**config.mk**
```make
export PLATFORM = sky130hd
export DESIGN_NAME = gbt_ram
export DESIGN_NICKNAME = d
export VERILOG_FILES = /design/src/hdl/gbt_ram.sv
export SDC_FILE = /design/constraint.sdc
export NUM_CORES = 1
export LEC_CHECK = 0
export ABC_AREA = 1
export ABC_CLOCK_PERIOD_IN_PS = 4300
export BUFFER_PORTS_ARGS = -buffer_cell sky130_fd_sc_hd__buf_2
export CAP_MARGIN = 20
export CORE_MARGIN = 4
export CORE_UTILIZATION = 25
export CTS_BUF_LIST = sky130_fd_sc_hd__clkbuf_8
export CTS_CLUSTER_SIZE = 12
export DETAILED_ROUTE_END_ITERATION = 16
export PLACE_DENSITY = 0.38
export SLEW_MARGIN = 25
export SYNTH_ARGS = -nofsm -noshare
export SYNTH_HDL_FRONTEND = slang
export SYNTH_SLANG_ARGS = --single-unit
export TNS_END_PERCENT = 100
```
**constraint.sdc**
```tcl
create_clock -name aclk -period 4.3 [get_ports aclk]
set_input_delay 0 -clock aclk [delete_from_list [all_inputs] [get_ports aclk]]
set_output_delay 0 -clock aclk [all_outputs]
set_load 0.01 [all_outputs]
```
**src/hdl/gbt_ram.sv**
```systemverilog
// ----------------------------------------------------------------------------
// gbt_ram
// Single write port, single read port RAM with registered read data.
// ----------------------------------------------------------------------------
`default_nettype none

module gbt_ram #(
    parameter int DEPTH = 64,
    parameter int WIDTH = 8,
    parameter int AW    = (DEPTH > 1) ? $clog2(DEPTH) : 1
) (
    input  wire logic             aclk,
    input  wire logic             we,
    input  wire logic [AW-1:0]    waddr,
    input  wire logic [WIDTH-1:0] wdata,
    input  wire logic [AW-1:0]    raddr,
    output logic      [WIDTH-1:0] rdata
);

    logic [WIDTH-1:0] mem [DEPTH];

    always_ff @(posedge aclk) begin
        if (we) begin
            mem[waddr] <= wdata;
        end
        rdata <= mem[raddr];
    end

endmodule

`default_nettype wire

```
==> results of run 1 <==
## registers in the layout, summed over array words and instances (netlist names)
name   flops
rdata      8
mem      512
## through the flow
stage	instances	power, mW
finish	3072	10.7
global route	3072	11.2
CTS	3072	10.9
detailed placement	2884	6.43
global placement	2884	6.43
floorplan	1805	6.13
## worst max-delay path: cells and delay by family
family,cells,cell delay [ns]
buf+inv,4,2.17
simple gates,8,0.82
## cells by family after synthesis
logic type,count (synthesis)
buffers and inverters,125
flip-flops,520
AND/OR/NAND/NOR,1160
## routing by layer
layer,vias to the layer above,track usage,wire [um],part of all wire
li1,6483,-,-,-
met1,6744,0.202,30300,0.48
met2,346,0.213,27800,0.44
met3,95,0.0288,3460,0.055
met4,4,0.0366,1270,0.020
met5,-,0,22,0.00035
## placed cells by master, fill, tap and decap left out, types with 9 or more instances in the layout
cell type,synthesis,layout
sky130_fd_sc_hd__nor2_1,56,56
sky130_fd_sc_hd__clkinv_1,0,11
sky130_fd_sc_hd__buf_4,14,27
sky130_fd_sc_hd__buf_2,37,27
sky130_fd_sc_hd__nand4_1,9,9
sky130_fd_sc_hd__nand2_1,648,648
sky130_fd_sc_hd__dlygate4sd3_1,0,18
sky130_fd_sc_hd__inv_1,10,50
sky130_fd_sc_hd__clkbuf_8,0,107
sky130_fd_sc_hd__edfxtp_1,512,512
sky130_fd_sc_hd__nand3_1,439,439
## timing repair
item / CTS / global route
setup buffers: 0 / 0
endpoints found under the hold margin: 201 / 0
hold buffers: 18 / 0
## worst paths after layout
path	from	to	slack [ns]	cells after the start
setup reg to reg	mem[59][3]$_DFFE_PP_	rdata[3]$_DFF_P_	1.97	10
hold / removal	wdata[4]	mem[17][4]$_DFFE_PP_	0.03	1
hold reg to reg	mem[42][7]$_DFFE_PP_	rdata[7]$_DFF_P_	0.83	8
setup / recovery	raddr[0]	rdata[3]$_DFF_P_	1.62	12
## layout make-up
type,count,area share
multi-input cells,1160,0.204
well taps,1134,0.0584
clock buffers,106,0.0600
flip-flops and latches,520,0.639
repair buffers,76,0.0243
inverters,12,0.00237
clock inverters,64,0.0120
## power by group
group	internal, mW	switching, mW	leakage, nW
logic	0.165	0.523	2.93
registers	5.61	0.0245	4.67
clock network	2.30	2.06	1.05
total	8.08	2.61	8.66
==> reports/summary.md, run 1 <==
Yosys
- area share of fa/ha/maj cells after synthesis: 0
- main combinational cell family by area after synthesis: simple AND/OR/NAND/NOR gates
- Synth Net Count: 1,827
- share of the synthesized area in the top cell type: 0.720
- dominant cell type by area after synthesis: sky130_fd_sc_hd__edfxtp_1
- leading cell type by number of instances after synthesis: sky130_fd_sc_hd__nand2_1
- post-synthesis sequential area ratio: 0.728
- post-synthesis compound-gate area fraction: 0
- share of synthesized flip-flops with an asynchronous set or reset: 0
- most instantiated flip-flop cell in the synthesis netlist: sky130_fd_sc_hd__edfxtp_1
- fraction of synthesized area in multiplexers: 0
- post-synthesis cell area: 21,300 um2
- synthesized flop and latch total: 520
- biggest area contributors in the synthesized netlist: sky130_fd_sc_hd__edfxtp_1, sky130_fd_sc_hd__nand2_1, sky130_fd_sc_hd__nand3_1, sky130_fd_sc_hd__buf_6, sky130_fd_sc_hd__nor2_1
- count of flip-flops with a built-in enable after synthesis: 512
- cells after synthesis: 1,805
- area share of and/or/nand/nor cells after synthesis: 0.232
- count of cell types in the netlist: 16
- fraction of synthesized cell area in xor and xnor cells: 0
- most frequent cells after synthesis: sky130_fd_sc_hd__nand2_1, sky130_fd_sc_hd__edfxtp_1, sky130_fd_sc_hd__nand3_1
- count of synthesis-stage warnings from yosys: 0
- Mean Syn Cell Area: 11.8 um2

Placed design
- DP Wirelength: 36,200 um
- Final Wtd Congestion: 0.774
- worst slack at placement: 1.69 ns
- total of buffers placed on input and output ports: 29
- instance area after placement: 22,400 um2

Global routing
- overflow left after global routing: 0
- number of antenna violations at the first check in global routing: 4
- global-route wire length before repair: 93,700 um
- via count of the first global-routing pass: 14.2k
- global-route usage over all layers: 0.140
- largest net degree at the start of global routing: 197

Floorplanning
- starting utilization of the core area: 0.254
- Die Span Y: 300 um
- number of cell rows: 106
- overall die area: 90,100 um2
- I/O pin total: 30
- area of the core: 84,100 um2
- die outline width: 300 um

Layout
- flip-flop and latch area: 15,500 um2
- area of the multi-input gates: 4950 um2
- share of cells above drive strength 1: 0.0929
- Final Core Density: 0.289
- count of nets after finishing: 1,885
- fill count: 8,839
- area growth from synthesis to layout: 13.9%
- number of antenna diodes: 0
- cell area after layout: 24,300 um2

Critical path
- cell breakdown of the critical path: clkbuf_8 > buf_12 > nand2_1 > nand3_1 > nand3_1 > nand2_1 > nand2_1 > nand3_1 > nand3_1 > dlygate4sd3_1 > nand2_1 > dlygate4sd3_1
- arrival time of the worst setup path: 3.29 ns
- kind of capture point of the worst setup path: flop
- Slowest cell on crit path: sky130_fd_sc_hd__buf_12
- Worst Path Max Fanout: 196
- required time worst endpoint: 4.92 ns
- kind of critical path: input port to flop
- worst stage delay on the critical path: 0.69 ns
- CP Launch Type: input port

Drt
- vias post-DR: 13.7k
- Starting DRT DRC Count: 1,153
- number of iterations in the first detailed-routing pass: 5
- Routed Wire Length: 62,800 um
- post-detailed-route wirelength per cell: 20.4 um
- post-route DRC violation count: 0
- number of nets with antenna violations after detailed routing: 0
- routed vias/inst: 4.45

STA
- final worst path period share: 0.622
- Final Hold Vio Count: 0
- max-slew violations: 0
- total negative setup slack: 0 ns
- RSZ-0062 raised after global routing: no
- Post-Route Hold Slack: 0.0346 ns
- Final Critical Period: 2.68 ns
- Least-Margin Pin Slew: 1.07 ns
- fmax: 0.374 GHz
- final setup violating endpoints: 0
- worst-case headroom to the max-slew limit: 0.287
- setup slack after layout: 1.62 ns
- clock tree skew after final layout: 0.0390 ns

Outcome
- outcome: finished, final reports clean

CTS
- clock transition at the registers of the reported paths: 0.07 ns
- deepest clock path buffer count: 3
- number of buffers created by CTS: 93
- deepest level of the CTS H-tree: 3
- Root Buffer: sky130_fd_sc_hd__clkbuf_8
- CTS tree: yes
- insertion delay of the later-clocked pin in the worst-skew pair: 0.68 ns
- Gates resized, CTS repair: 0
- Sink Count: 520

Pwr
- leakage power figure: 8.66 nW
- pwr/cell area: 440 nW/um2
- maximum resistive drop on vdd: 0.197 mV

Hold path
- path type of the worst min-delay path: input port to flop

Run
- # Max-Cap Violations: 0

(Power assumes the default switching activity.)
==> run 2, diff against run 1 <==
ABC_AREA = 0   (was 1)
ABC_CLOCK_PERIOD_IN_PS = 2680   (was 4300)
clock period = 2.68 ns   (was 4.3 ns; I/O delays follow)
==> reports/summary.md, run 2 <==
STA
- setup slack after layout: 0.202 ns
- Least-Margin Pin Slew: 0.965 ns
- total negative setup slack: 0 ns
- final setup violating endpoints: 0
- final worst path period share: 0.925
- fmax: 0.403 GHz
- Final Critical Period: 2.48 ns
- max-slew violations: 0
- clock tree skew after final layout: 0.0437 ns
- RSZ-0062 raised after global routing: no
- worst-case headroom to the max-slew limit: 0.357
- Final Hold Vio Count: 0

Layout
- largest registers ranked by flip-flop count: mem (512), rdata (8)
- fill count: 7,690
- count of nets after finishing: 1,167
- most frequent cells in the layout: sky130_fd_sc_hd__edfxtp_1, sky130_fd_sc_hd__mux4_2, sky130_fd_sc_hd__buf_4
- most frequent standard cell in the layout excluding fill and tap cells: sky130_fd_sc_hd__edfxtp_1
- Most flops, register: mem
- number of flip-flops in the largest register: 512
- share of cells above drive strength 1: 0.334
- area growth from synthesis to layout: 19.8%

Critical path
- Worst Path Max Fanout: 1
- path depth of the worst reg2reg path: 5
- kind of capture point of the worst setup path: flop
- CP Launch Type: flop
- arrival time of the worst setup path: 3.00 ns
- kind of critical path: flop to flop
- required time worst endpoint: 3.20 ns

CTS
- deepest clock path buffer count: 3
- insertion delay of the later-clocked pin in the worst-skew pair: 0.68 ns
- deepest level of the CTS H-tree: 3
- Post CTS Setup Buffer Count: 0
- Root Buffer: sky130_fd_sc_hd__clkbuf_8
- Hold-fix buffers, CTS: 14
- Gates resized, CTS repair: 0
- CTS tree: yes
- Sink Count: 520
- number of buffers created by CTS: 90
- clock transition at the registers of the reported paths: 0.06 ns

Outcome
- outcome: finished, final reports clean

Yosys
- most frequent cells after synthesis: sky130_fd_sc_hd__edfxtp_1, sky130_fd_sc_hd__mux4_2, sky130_fd_sc_hd__nor2_1
- count of flip-flops with a built-in enable after synthesis: 512
- Mean Syn Cell Area: 21.5 um2
- cells after synthesis: 940
- leading cell type by number of instances after synthesis: sky130_fd_sc_hd__edfxtp_1
- dominant cell type by area after synthesis: sky130_fd_sc_hd__edfxtp_1
- post-synthesis sequential area ratio: 0.770
- count of cell types in the netlist: 40
- post-synthesis cell area: 20,200 um2
- Synth Net Count: 962
- count of synthesis-stage warnings from yosys: 0
- biggest area contributors in the synthesized netlist: sky130_fd_sc_hd__edfxtp_1, sky130_fd_sc_hd__mux4_2, sky130_fd_sc_hd__nor2_1, sky130_fd_sc_hd__mux2i_1, sky130_fd_sc_hd__dfxtp_1
- share of synthesized flip-flops with an asynchronous set or reset: 0
- synthesized flop and latch total: 520
- most instantiated flip-flop cell in the synthesis netlist: sky130_fd_sc_hd__edfxtp_1
- share of the synthesized area in the top cell type: 0.762

Hold path
- path type of the worst min-delay path: input port to flop
- number of cells on the worst hold path: 1

Floorplanning
- Die Span Y: 292 um
- number of cell rows: 103
- starting utilization of the core area: 0.254
- I/O pin total: 30
- die outline width: 292 um
- overall die area: 85,300 um2
- area of the core: 79,500 um2

Pwr
- maximum resistive drop on vdd: 0.330 mV
- pwr/cell area: 696 nW/um2
- leakage power figure: 7.75 nW
- post-layout total power: 16.8 mW

Global routing
- global routing usage on met3: 0.0302
- global-route usage over all layers: 0.129
- met1 track demand over resource in global routing: 0.180
- met2 global-route usage: 0.204
- layer with the highest usage: met2
- via count of the first global-routing pass: 10.7k
- number of antenna violations at the first check in global routing: 5
- global-route wire length before repair: 79,200 um
- largest net degree at the start of global routing: 51
- overflow left after global routing: 0

Placed design
- Final Wtd Congestion: 0.749
- total of buffers placed on input and output ports: 29
- DP Wirelength: 35,700 um
- worst slack at placement: 0.155 ns

Drt
- post-route DRC violation count: 0
- vias post-DR: 10.0k
- number of nets with antenna violations after detailed routing: 0
- Starting DRT DRC Count: 644
- post-detailed-route wirelength per cell: 24.4 um
- Routed Wire Length: 55,200 um
- routed vias/inst: 4.43
- number of iterations in the first detailed-routing pass: 4

Run
- # Max-Cap Violations: 0

run 2: changes by cell type after synthesis, sizes merged, moves of 13 or more:
cell   change
mux4     +126
nor2b     +14
nand3    -426
nand2    -629
nor2      +27
mux2      +13
mux2i     +23
buf       -64
run 2: layer usage:
layer	up-vias	wire length, um
met3	96	2460
met1	5328	25500
met2	240	25900
met4	4	1320
met5	-	21
li1	4355	-
run 2: logic make-up after synthesis:
group,share of synthesized area
AOI/OAI and AO/OA,0.0207
and+or+nand+nor,0.0339
DFF,0.770
buffers and inverters,0.0157
muxes,0.159
run 2: layout make-up:
type	count	area (um2)	share of cell area
flip-flops and latches	520	15500	0.643
multi-input cells	369	4320	0.179
clock buffers	102	1400	0.0581
well taps	1050	1310	0.0544
repair buffers	164	1290	0.0532
clock inverters	58	304	0.0126
diodes	2	5.00	0.000207
run 2: per-stage QoR:
stage / instance area [um2] / utilization / std cells / hold slack (ns)
4_1_cts: 24200 / 0.304 / 2263 / 0.00663
6_report: 24200 / 0.304 / 2265 / 0.0218
3_5_place_dp: 22300 / 0.281 / 2089 / 0.436
3_3_place_gp: 22300 / 0.281 / 2089 / 0.427
2_1_floorplan: 20200 / - / 940 / 0.0989
5_1_grt: 24200 / 0.304 / 2264 / 0.0284
run 2: worst paths after layout:
check,start,end,slack [ns]
setup / recovery,mem[21][6]$_DFFE_PP_,rdata[6]$_DFF_P_,0.20
hold / removal,wdata[6],mem[51][6]$_DFFE_PP_,0.02
setup reg to reg,mem[21][6]$_DFFE_PP_,rdata[6]$_DFF_P_,0.20
hold reg to reg,mem[35][2]$_DFFE_PP_,rdata[2]$_DFF_P_,0.83
run 2: where the power goes:
group	total [mW]	switching [mW]	internal, mW
clock	6.84	3.19	3.65
sequential	9.04	0.0331	9.01
combinational	0.943	0.574	0.368
total	16.8	3.79	13.0
run 2: critical path: stages, from the launching register on:
cell and delay [ns]:
sky130_fd_sc_hd__edfxtp_1 0.36, sky130_fd_sc_hd__mux4_2 0.48, sky130_fd_sc_hd__mux2_2 0.28, sky130_fd_sc_hd__o221a_2 0.30, sky130_fd_sc_hd__nor3_1 0.72, sky130_fd_sc_hd__o32ai_1 0.22
